<file path="src/sv/dq_pkg.sv">
package dq_pkg;

    // Number of word cells in the chain.
    localparam int DEPTH = 16;

    // Width of the entry count, wide enough to hold DEPTH itself.
    localparam int CNT_W = $clog2(DEPTH + 1);

    localparam int WORD_W = 32;

    typedef logic signed [WORD_W-1:0] word_t;
    typedef logic [CNT_W-1:0]         count_t;

    typedef enum logic [1:0] {
        CMD_PUSH_FRONT = 2'd0,
        CMD_PUSH_BACK  = 2'd1,
        CMD_POP_FRONT  = 2'd2,
        CMD_POP_BACK   = 2'd3
    } cmd_t;

    typedef enum logic [1:0] {
        ST_DONE      = 2'd0,
        ST_OVERFLOW  = 2'd1,
        ST_UNDERFLOW = 2'd2
    } status_t;

    // Operation broadcast to every cell in the same cycle. At most one of the
    // four strobes is set, and only for a legal, accepted transaction.
    typedef struct packed {
        logic  add_front;
        logic  add_back;
        logic  take_front;
        logic  take_back;
        word_t value;
    } cell_op_t;

endpackage

</file>
<file path="src/sv/double_ended_queue_core.sv">
// A command transaction accepted at a clock edge has its result
// transaction on the response port right after that edge.
// Throughput: one command per cycle while the response side does not stall;
// a single response register holds the result, so a stalled response stalls
// the command port. Reset (rst_n low, asynchronous) empties the queue and
// drops any pending response; stored words themselves are not cleared.
module double_ended_queue_core (
    input  logic                         clk,
    input  logic                         rst_n,
    // Command channel.
    input  logic                         cmd_valid,
    output logic                         cmd_stall,
    input  logic [1:0]                   cmd,
    input  logic signed [31:0]           value,
    // Response channel.
    output logic                         rsp_valid,
    input  logic                         rsp_stall,
    output logic [1:0]                   status,
    output logic signed [31:0]           popped_value,
    output logic [dq_pkg::CNT_W-1:0]     entry_count,
    output logic signed [31:0]           front_value,
    output logic signed [31:0]           back_value
);

    // The queue is a row of cells. Cell 0 always holds the front word and
    // the occupied cells form a contiguous run starting at cell 0, so the
    // valid bits are a thermometer code of the occupancy. Push front shifts
    // the whole row one cell toward the back; pop front shifts it toward the
    // front. Push back and pop back touch only the cell at the edge of the
    // occupied run, which each cell detects from its neighbors.

    dq_pkg::word_t            cell_data_q [dq_pkg::DEPTH];
    dq_pkg::word_t            cell_data_d [dq_pkg::DEPTH];
    logic [dq_pkg::DEPTH-1:0] cell_valid_q;
    logic [dq_pkg::DEPTH-1:0] cell_valid_d;
    logic [dq_pkg::DEPTH-1:0] back_edge_q;
    logic [dq_pkg::DEPTH-1:0] back_edge_d;

    dq_pkg::cell_op_t op;
    dq_pkg::cmd_t     cmd_e;
    dq_pkg::status_t  status_c;
    dq_pkg::word_t    popped_c;
    dq_pkg::word_t    back_cur;
    dq_pkg::word_t    back_new;
    dq_pkg::word_t    front_new;
    dq_pkg::count_t   count_reg;
    dq_pkg::count_t   count_next;

    logic             accept;
    logic             is_full;
    logic             is_empty;

    logic             rsp_valid_reg;
    logic             rsp_valid_next;
    dq_pkg::status_t  status_reg;
    dq_pkg::word_t    popped_reg;
    dq_pkg::count_t   count_out_reg;
    dq_pkg::word_t    front_reg;
    dq_pkg::word_t    back_reg;

    // A new command is taken unless the response register is full and held.
    assign cmd_stall = rsp_valid_reg && rsp_stall;
    assign accept    = cmd_valid && !cmd_stall;
    assign cmd_e     = dq_pkg::cmd_t'(cmd);

    assign is_full  = cell_valid_q[dq_pkg::DEPTH-1];
    assign is_empty = !cell_valid_q[0];

    for (genvar i = 0; i < dq_pkg::DEPTH; i++)
    begin : g_cell
        dq_pkg::word_t left_data;
        dq_pkg::word_t right_data;
        logic          left_valid;
        logic          right_valid;

        // The front cell sees the incoming word as its left neighbor; the
        // last cell sees an empty slot on its right.
        if (i == 0)
        begin : g_first
            assign left_data  = op.value;
            assign left_valid = 1'b1;
        end
        else
        begin : g_inner_left
            assign left_data  = cell_data_q[i-1];
            assign left_valid = cell_valid_q[i-1];
        end

        if (i == dq_pkg::DEPTH - 1)
        begin : g_last
            assign right_data  = '0;
            assign right_valid = 1'b0;
        end
        else
        begin : g_inner_right
            assign right_data  = cell_data_q[i+1];
            assign right_valid = cell_valid_q[i+1];
        end

        dq_cell u_cell (
            .clk         (clk),
            .rst_n       (rst_n),
            .op          (op),
            .left_data   (left_data),
            .left_valid  (left_valid),
            .right_data  (right_data),
            .right_valid (right_valid),
            .data_q      (cell_data_q[i]),
            .valid_q     (cell_valid_q[i]),
            .data_d      (cell_data_d[i]),
            .valid_d     (cell_valid_d[i])
        );
    end

    // A cell is the back of the run when it is occupied and the next cell
    // is not; the last cell has no next cell.
    assign back_edge_q = cell_valid_q & ~{1'b0, cell_valid_q[dq_pkg::DEPTH-1:1]};
    assign back_edge_d = cell_valid_d & ~{1'b0, cell_valid_d[dq_pkg::DEPTH-1:1]};

    // Back word selection: exactly one cell is the edge of the occupied run
    // (or none when empty), so an AND-OR over the row picks it out.
    always_comb
    begin
        back_cur = '0;
        back_new = '0;
        for (int i = 0; i < dq_pkg::DEPTH; i++)
        begin
            if (back_edge_q[i])
            begin
                back_cur = back_cur | cell_data_q[i];
            end
            if (back_edge_d[i])
            begin
                back_new = back_new | cell_data_d[i];
            end
        end
    end

    assign front_new = cell_valid_d[0] ? cell_data_d[0] : '0;

    // Command decode. Strobes reach the cells only for an accepted command
    // that does not overflow or underflow.
    always_comb
    begin
        op            = '0;
        op.value      = value;
        status_c      = dq_pkg::ST_DONE;
        popped_c      = '0;
        count_next    = count_reg;
        unique case (cmd_e)
            dq_pkg::CMD_PUSH_FRONT:
            begin
                if (is_full)
                begin
                    status_c = dq_pkg::ST_OVERFLOW;
                end
                else
                begin
                    op.add_front = accept;
                    count_next   = count_reg + 1'b1;
                end
            end
            dq_pkg::CMD_PUSH_BACK:
            begin
                if (is_full)
                begin
                    status_c = dq_pkg::ST_OVERFLOW;
                end
                else
                begin
                    op.add_back = accept;
                    count_next  = count_reg + 1'b1;
                end
            end
            dq_pkg::CMD_POP_FRONT:
            begin
                if (is_empty)
                begin
                    status_c = dq_pkg::ST_UNDERFLOW;
                end
                else
                begin
                    op.take_front = accept;
                    popped_c      = cell_data_q[0];
                    count_next    = count_reg - 1'b1;
                end
            end
            dq_pkg::CMD_POP_BACK:
            begin
                if (is_empty)
                begin
                    status_c = dq_pkg::ST_UNDERFLOW;
                end
                else
                begin
                    op.take_back = accept;
                    popped_c     = back_cur;
                    count_next   = count_reg - 1'b1;
                end
            end
            default:
            begin
                status_c = dq_pkg::ST_DONE;
            end
        endcase
    end

    // The response register empties when its transaction is taken and fills
    // on every accepted command.
    always_comb
    begin
        rsp_valid_next = rsp_valid_reg;
        if (rsp_valid_reg && !rsp_stall)
        begin
            rsp_valid_next = 1'b0;
        end
        if (accept)
        begin
            rsp_valid_next = 1'b1;
        end
    end

    always_ff @(posedge clk or negedge rst_n)
    begin
        if (!rst_n)
        begin
            rsp_valid_reg <= 1'b0;
            count_reg     <= '0;
        end
        else
        begin
            rsp_valid_reg <= rsp_valid_next;
            if (accept)
            begin
                count_reg <= count_next;
            end
        end
    end

    always_ff @(posedge clk)
    begin
        if (accept)
        begin
            status_reg    <= status_c;
            popped_reg    <= popped_c;
            count_out_reg <= count_next;
            front_reg     <= front_new;
            back_reg      <= back_new;
        end
    end

    assign rsp_valid    = rsp_valid_reg;
    assign status       = status_reg;
    assign popped_value = popped_reg;
    assign entry_count  = count_out_reg;
    assign front_value  = front_reg;
    assign back_value   = back_reg;

endmodule

</file>
<file path="src/sv/dq_cell.sv">
module dq_cell (
    input  logic             clk,
    input  logic             rst_n,
    input  dq_pkg::cell_op_t op,
    input  dq_pkg::word_t    left_data,
    input  logic             left_valid,
    input  dq_pkg::word_t    right_data,
    input  logic             right_valid,
    output dq_pkg::word_t    data_q,
    output logic             valid_q,
    output dq_pkg::word_t    data_d,
    output logic             valid_d
);

    dq_pkg::word_t data_reg;
    dq_pkg::word_t data_next;
    logic          valid_reg;
    logic          valid_next;

    // The cell is the back of the queue when it holds a word and its right
    // neighbor does not; it is the first free slot when it is empty and its left neighbor holds a word.
    always_comb
    begin
        data_next  = data_reg;
        valid_next = valid_reg;
        if (op.add_front)
        begin
            data_next  = left_data;
            valid_next = left_valid;
        end
        else if (op.take_front)
        begin
            data_next  = right_data;
            valid_next = right_valid;
        end
        else if (op.add_back && !valid_reg && left_valid)
        begin
            data_next  = op.value;
            valid_next = 1'b1;
        end
        else if (op.take_back && valid_reg && !right_valid)
        begin
            valid_next = 1'b0;
        end
    end

    always_ff @(posedge clk or negedge rst_n)
    begin
        if (!rst_n)
        begin
            valid_reg <= 1'b0;
        end
        else
        begin
            valid_reg <= valid_next;
        end
    end

    always_ff @(posedge clk)
    begin
        data_reg <= data_next;
    end

    assign data_q  = data_reg;
    assign valid_q = valid_reg;
    assign data_d  = data_next;
    assign valid_d = valid_next;

endmodule

</file>
<file path="config.mk">
export PLATFORM = sky130hd
export DESIGN_NAME = double_ended_queue_core
export DESIGN_NICKNAME = d
export VERILOG_FILES = /design/src/sv/dq_pkg.sv /design/src/sv/double_ended_queue_core.sv /design/src/sv/dq_cell.sv
export SDC_FILE = /design/constraint.sdc
export NUM_CORES = 2
export LEC_CHECK = 0
export BUFFER_PORTS_ARGS = -buffer_cell sky130_fd_sc_hd__buf_4
export CAP_MARGIN = 0
export CORE_MARGIN = 2
export CORE_UTILIZATION = 42
export CTS_CLUSTER_DIAMETER = 200
export DETAILED_ROUTE_END_ITERATION = 10
export HOLD_SLACK_MARGIN = 0.1
export SYNTH_ARGS = -nofsm -noshare
export SYNTH_HDL_FRONTEND = slang
export SYNTH_SLANG_ARGS = --single-unit
</file>
<file path="constraint.sdc">
create_clock -name clk -period 5.4 [get_ports clk]
set_input_delay 0.27 -clock clk [delete_from_list [all_inputs] [get_ports clk]]
set_output_delay 0.27 -clock clk [all_outputs]
set_load 0.02 [all_outputs]
</file>
Word level (Yosys, flattened, before mapping)
Index checks and enable logic that the tools add are counted.
- input port bits: 38
- word-level logic and storage cells: 326
- register bits after elaboration: 637
- output and inout bits: 105
- bitwise gates (word level): 34
- reduce and logical (&&, ||, !) cells: 87
- mux-type cells: 161
- eq/ne operators: 3
- $add $sub $neg: 2
- operators by type and width (cell ; count):
    32-bit 2-to-1 mux ; 82
    32-bit OR ; 30
    1-bit 2-to-1 mux ; 73
    1-bit logical AND ; 65
    32-bit case mux with 2 select lines ; 1
    16-bit AND ; 2
    15-bit NOT with 16-bit output ; 2
    1-bit logical NOT ; 18
    5-bit 2-to-1 mux ; 2
    5-bit case mux with 2 select lines ; 1
    5-bit by 1-bit adder with 5-bit output (second input constant) ; 1
    5-bit by 1-bit subtractor with 5-bit output (second input constant) ; 1
    2-bit equality test (second input constant) ; 2
    2-bit case mux with 2 select lines ; 1
    2-bit OR reduction ; 2
    2-bit by 1-bit equality test with 1-bit output (second input constant) ; 1
    2-bit logical NOT ; 1
    2-bit 2-to-1 mux ; 1
    2-bit nonzero test ; 1

Logic depth before layout (Yosys ltp)
- word-level depth: 44
- depth in mapped cells: 12
- mapped depth without buffers: 8

Cells and area by module
A second synthesis with hierarchy kept.
- cell total of the unflattened synthesis: 4572
- area, all modules: 38762.2 µm²
- modules (own cells, without submodules) (module ; seq. area each (µm²) ; cells each ; area each (µm²) ; times used):
    dq_cell ; 665.6 ; 223 ; 1801.7 ; 16
    double_ended_queue_core ; 3243.1 ; 1004 ; 9934.5 ; 1

Worst setup path after synthesis
No wires, ideal clock.
- path kind: register to register
- from: register rsp_valid_reg, in the netlist rsp_valid
- to: register back_reg[25], in the netlist back_value[25] (data pin)
- setup time: 0.272 ns
- arrival time: 3.715 ns
- path slack: 1.413 ns
- period minus slack after synthesis: 3.987 ns
- stages on the path, launching flop included: 11
- path buffers: 3
- cells stage by stage: dfrtp_1 a21bo_1 buf_6 inv_2 buf_2 nand3_1 clkbuf_1 o22a_1 o21ai_1 o211ai_1 or4b_1
- word-level cells in the longest chain between the ends: 44
- elaborated cells on any way between the ends: 216
- those cells by class: 134 x mux; 17 x bitwise; 65 x reduce/logical
- ends and longest elaborated chain (element ; line ; RTL):
    from (decl) ; double_ended_queue_core.sv:53 ; logic rsp_valid_reg;
    from (signal assigned) ; double_ended_queue_core.sv:232 ; rsp_valid_reg <= rsp_valid_next;
    1-bit logical AND * ; double_ended_queue_core.sv:62 ; assign cmd_stall = rsp_valid_reg && rsp_stall;
    1-bit logical NOT * ; double_ended_queue_core.sv:63 ; assign accept = cmd_valid && !cmd_stall;
    1-bit logical AND * ; double_ended_queue_core.sv:63 ;
    named net accept ; double_ended_queue_core.sv:49 ; logic accept;
    1-bit 2-to-1 mux ; double_ended_queue_core.sv:177, double_ended_queue_core.sv:190 ;
    1-bit 2-to-1 mux ; double_ended_queue_core.sv:150 ; unique case (cmd_e)
    1-bit logical AND (2 in series) ; dq_cell.sv:41 ; else if (op.take_back && valid_reg && !right_valid)
    1-bit 2-to-1 mux ; dq_cell.sv:41 ;
    [29 not listed] ; - ;
    32-bit 2-to-1 mux ; double_ended_queue_core.sv:132 ; if (back_edge_d[i])
    32-bit OR ; double_ended_queue_core.sv:134 ; back_new = back_new | cell_data_d[i];
    32-bit 2-to-1 mux ; double_ended_queue_core.sv:132 ;
    32-bit OR ; double_ended_queue_core.sv:134 ;
    32-bit 2-to-1 mux ; double_ended_queue_core.sv:132 ;
    32-bit OR ; double_ended_queue_core.sv:134 ;
    32-bit 2-to-1 mux * ; double_ended_queue_core.sv:132 ;
    named net back_new[25] ; double_ended_queue_core.sv:44 ; dq_pkg::word_t back_new;
    to (signal assigned) ; double_ended_queue_core.sv:248 ; back_reg <= back_new;
    to (decl) ; double_ended_queue_core.sv:59 ; dq_pkg::word_t back_reg;
The timed path passes the listed nets; every way through them passes the cells marked *.
A chain may end at the register's enable or synchronous reset.

Final worst setup path
- from: register rsp_valid_reg, in the netlist rsp_valid
- to: register back_reg[18], in the netlist back_value[18] (data pin)
- word-level cells in the longest chain between the ends: 44
- elaborated cells on any way between the ends: 216
- those cells by class: 134 x mux; 17 x bitwise; 65 x reduce/logical
- ends and longest elaborated chain (element ; line ; RTL):
    1-bit logical AND * ; double_ended_queue_core.sv:62 ;
    1-bit logical NOT * ; double_ended_queue_core.sv:63 ;
    1-bit logical AND * ; double_ended_queue_core.sv:63 ;
    1-bit 2-to-1 mux ; double_ended_queue_core.sv:177, double_ended_queue_core.sv:190 ;
    1-bit 2-to-1 mux ; double_ended_queue_core.sv:150 ;
    1-bit logical AND (2 in series) ; dq_cell.sv:41 ;
    1-bit 2-to-1 mux ; dq_cell.sv:41 ;
    1-bit 2-to-1 mux ; dq_cell.sv:36 ; else if (op.add_back && !valid_reg && left_valid)
    [28 not listed] ; - ;
    32-bit 2-to-1 mux ; double_ended_queue_core.sv:132 ;
    32-bit OR ; double_ended_queue_core.sv:134 ;
    32-bit 2-to-1 mux ; double_ended_queue_core.sv:132 ;
    32-bit OR ; double_ended_queue_core.sv:134 ;
    32-bit 2-to-1 mux ; double_ended_queue_core.sv:132 ;
    32-bit OR ; double_ended_queue_core.sv:134 ;
    32-bit 2-to-1 mux * ; double_ended_queue_core.sv:132 ;
    named net back_new[18] ; double_ended_queue_core.sv:44 ;
Marked as above.

==> qor.txt <==
minimum clock period - 4.16 ns
hold buffers post-CTS - 22
largest net degree at the start of global routing - 216
initial drt markers - 5834
ys flop type - dfxtp_1
Seq cells post-synth - 637
WL per Instance - 32.5 µm
CTS H-tree lvls - 3
mapped cell area - 33700 µm²
Die H - 287 µm
worst hold path class - in2async
power share of the combinational group - 41.1%
Ports - 143
ANT nets after route - 0
leak pwr - 15.9 nW
synth unique cells - 74
nets - 3522
Max-slew headroom - 8.04%
Post-synth ARST share - 3.45%
status - completed
Placed Cells - 4433
core area - 79100 µm²
CTS tree - done
Yosys top cell by area - dfxtp_1
critical path fanouts, max - 17
worst path required time - 5.90 ns
WHS - 0.0988 ns
max-slew violations - 0
post-route clock period utilization - 77.0%
CTS clk-pin slew, worst paths - 0.07 ns
post-DP HPWL - 81600 µm
clk_lat worst skew - 0.63 ns
Setup crit start kind - flop
Syn Area/Cell - 9.53 µm²
YS warnings - 0
first-pass GRT wire length - 215000 µm
Clock Tree Root - clkbuf_16
max FFs per register - 512
Num CTS Buffers - 75
die width - 287 µm
CTS Sinks - 637
Max Cap Viol - 0
Seq/Total Area, Yosys - 41.2%
Setup TNS - 0 ns
Post-synth EDFFs - 103
GPL Wtd Cong - 0.868
clock power share - 21.1%
switching share of power - 45.3%
final clock skew - 0.0205 ns
FMAX - 0.241 GHz
# rows - 103
pwr/cell area - 665 nW/µm²
R2R Path Start - rsp_valid
GRT Residual Overflow - 0
Post-Route WL - 149000 µm
Vias/cell - 7.24
PortBufs - 142
Psw - 11.6 mW
CP endpoint kind - flop
clock buffer depth - 3
Via Count - 33200
DRC violation count after routing - 0
VDD IR max - 466 µV
Initial Util - 42.6%
Finished Layout Cells - 4595
share of cells above drive strength 1 - 11.8%
sequential share of power - 37.7%
worst slew pin tran - 1.38 ns
synthesis-to-layout area growth - 13.9%
initial antenna violation count - 5
Die ar. - 82500 µm²
reg2reg setup slack - 1.24 ns
CP arrival - 4.65 ns
Setup crit start - rsp_valid
post-CTS setup buffer count - 0
vias in the first global route - 30600
Total GRT Usage - 34.7%
synth top area cells - dfxtp_1 30%, a22oi_1 15%, mux2i_1 14%
Syn Inst Count - 3535
post-synth top area share - 30.4%
Post-Synthesis Net Count - 3575
Finish-stage setup viols - 0
RSZ-0062 raised after global routing - no
PostCTS Resize Cnt - 0
Hold Violations, Final - 0
R2R cell count - 9
crit path kind - reg2reg
Int Power - 13.9 mW
Initial DRT Pass Iterations - 10
worst max-delay path: stages, from the launching register on:
cell and delay [ns]:
dfrtp_1 0.39, a21bo_1 0.46, buf_4 0.31, or3_2 0.63, o22a_1 0.31, a211oi_4 1.01, buf_4 0.44, a22oi_1 0.13
and4_1 0.26, nand3_1 0.07
routing by layer:
metal	wire (µm)	GRT usage [%]	vias to the layer above
met5	40	0	-
met3	20800	9.11	593
li1	-	-	13900
met4	8260	17.5	6
met1	58600	48.3	16100
met2	61700	49.3	2649
placed cells by master (no fill, tap or decap), drive strengths merged, types with 24 or more instances in the layout:
cell type,n
a22o,77
a222oi,32
a221oi,96
nor2,46
nand3,69
o21ai,537
inv,27
nand2,147
dfxtp,512
clkbuf,112
o22a,34
a31oi,24
a22oi,666
buf,236
edfxtp,103
and3,29
nand4,49
mux2i,480
logic make-up after synthesis:
logic type	count (synthesis)	synth area share, %
xor+xnor	7	0.182
buf+inv	414	5.42
simple gates	417	6.48
flops	637	41.2
mux	480	14.3
compound gates	1578	32.3
fa+ha+maj	2	0.0743
power groups by stage:
stage,Combinational (mW),Sequential (mW),Clock [mW]
finish,10.5,9.62,5.38
global route,10.9,9.84,5.60
CTS,10.0,9.49,5.39
detailed placement,9.96,9.56,0
global placement,9.91,9.61,0
floorplan,5.76,9.02,0
worst paths after layout:
path	to
setup / recovery	back_value[18]
hold / removal	g_cell[13].u_cell.valid_q
setup reg to reg	back_value[18]
hold reg to reg	count_reg[4]
max in group asynchronous	g_cell[15].u_cell.valid_q
min in group clk	status[0]
layout make-up:
cell class | instances | area (µm²)
fillers | 7485 | 40800
diodes | 3 | 7.51
multi-input cells | 2484 | 18300
repair buffers | 258 | 2120
clock inverters | 25 | 253
inverters | 26 | 103
well taps | 1050 | 1310
clock buffers | 112 | 2330
flip-flops and latches | 637 | 13900
synthesized netlist by cell type (4+ instances only):
library cell  number
a22o_1            77
nor2b_1           22
nor3_1             4
and3_1            29
nand4_1           47
clkbuf_1         218
a211o_1           16
inv_1             25
a222oi_1          32
a21oi_1           17
o21ai_0          532
mux2i_1          480
nand3_1           60
o31ai_1           11
and2_1            16
a2bb2oi_1         14
xnor2_1            5
buf_4             16
buf_6             10
dfxtp_1          512
o211ai_1           5
nor2_1            45
buf_2            109
and4_1            12
o21a_1            15
or3_1              5
o22a_1            34
nand2_1          146
buf_1             35
nand3_2            9
a211oi_2           5
a221oi_1          95
a211oi_1           4
o22ai_1            5
edfxtp_1         103
o21ai_1            4
o22ai_2            4
a22oi_1          666
a31oi_1           24
dfrtp_1           22
stage by stage:
| stage | total power [mW] | utilization [%] | instance area [µm²] | setup WS (ns) |
|---|---|---|---|---|
| after floorplan | 14.8 | - | 33700 | 1.41 |
| after global placement | 19.5 | 44.9 | 35500 | 1.39 |
| after detailed placement | 19.5 | 44.9 | 35500 | 1.28 |
| after CTS | 24.9 | 48.5 | 38300 | 1.40 |
| after global routing | 26.3 | 48.5 | 38300 | 1.19 |
| final | 25.5 | 48.5 | 38300 | 1.24 |
Power figures use the tool's default switching activity.
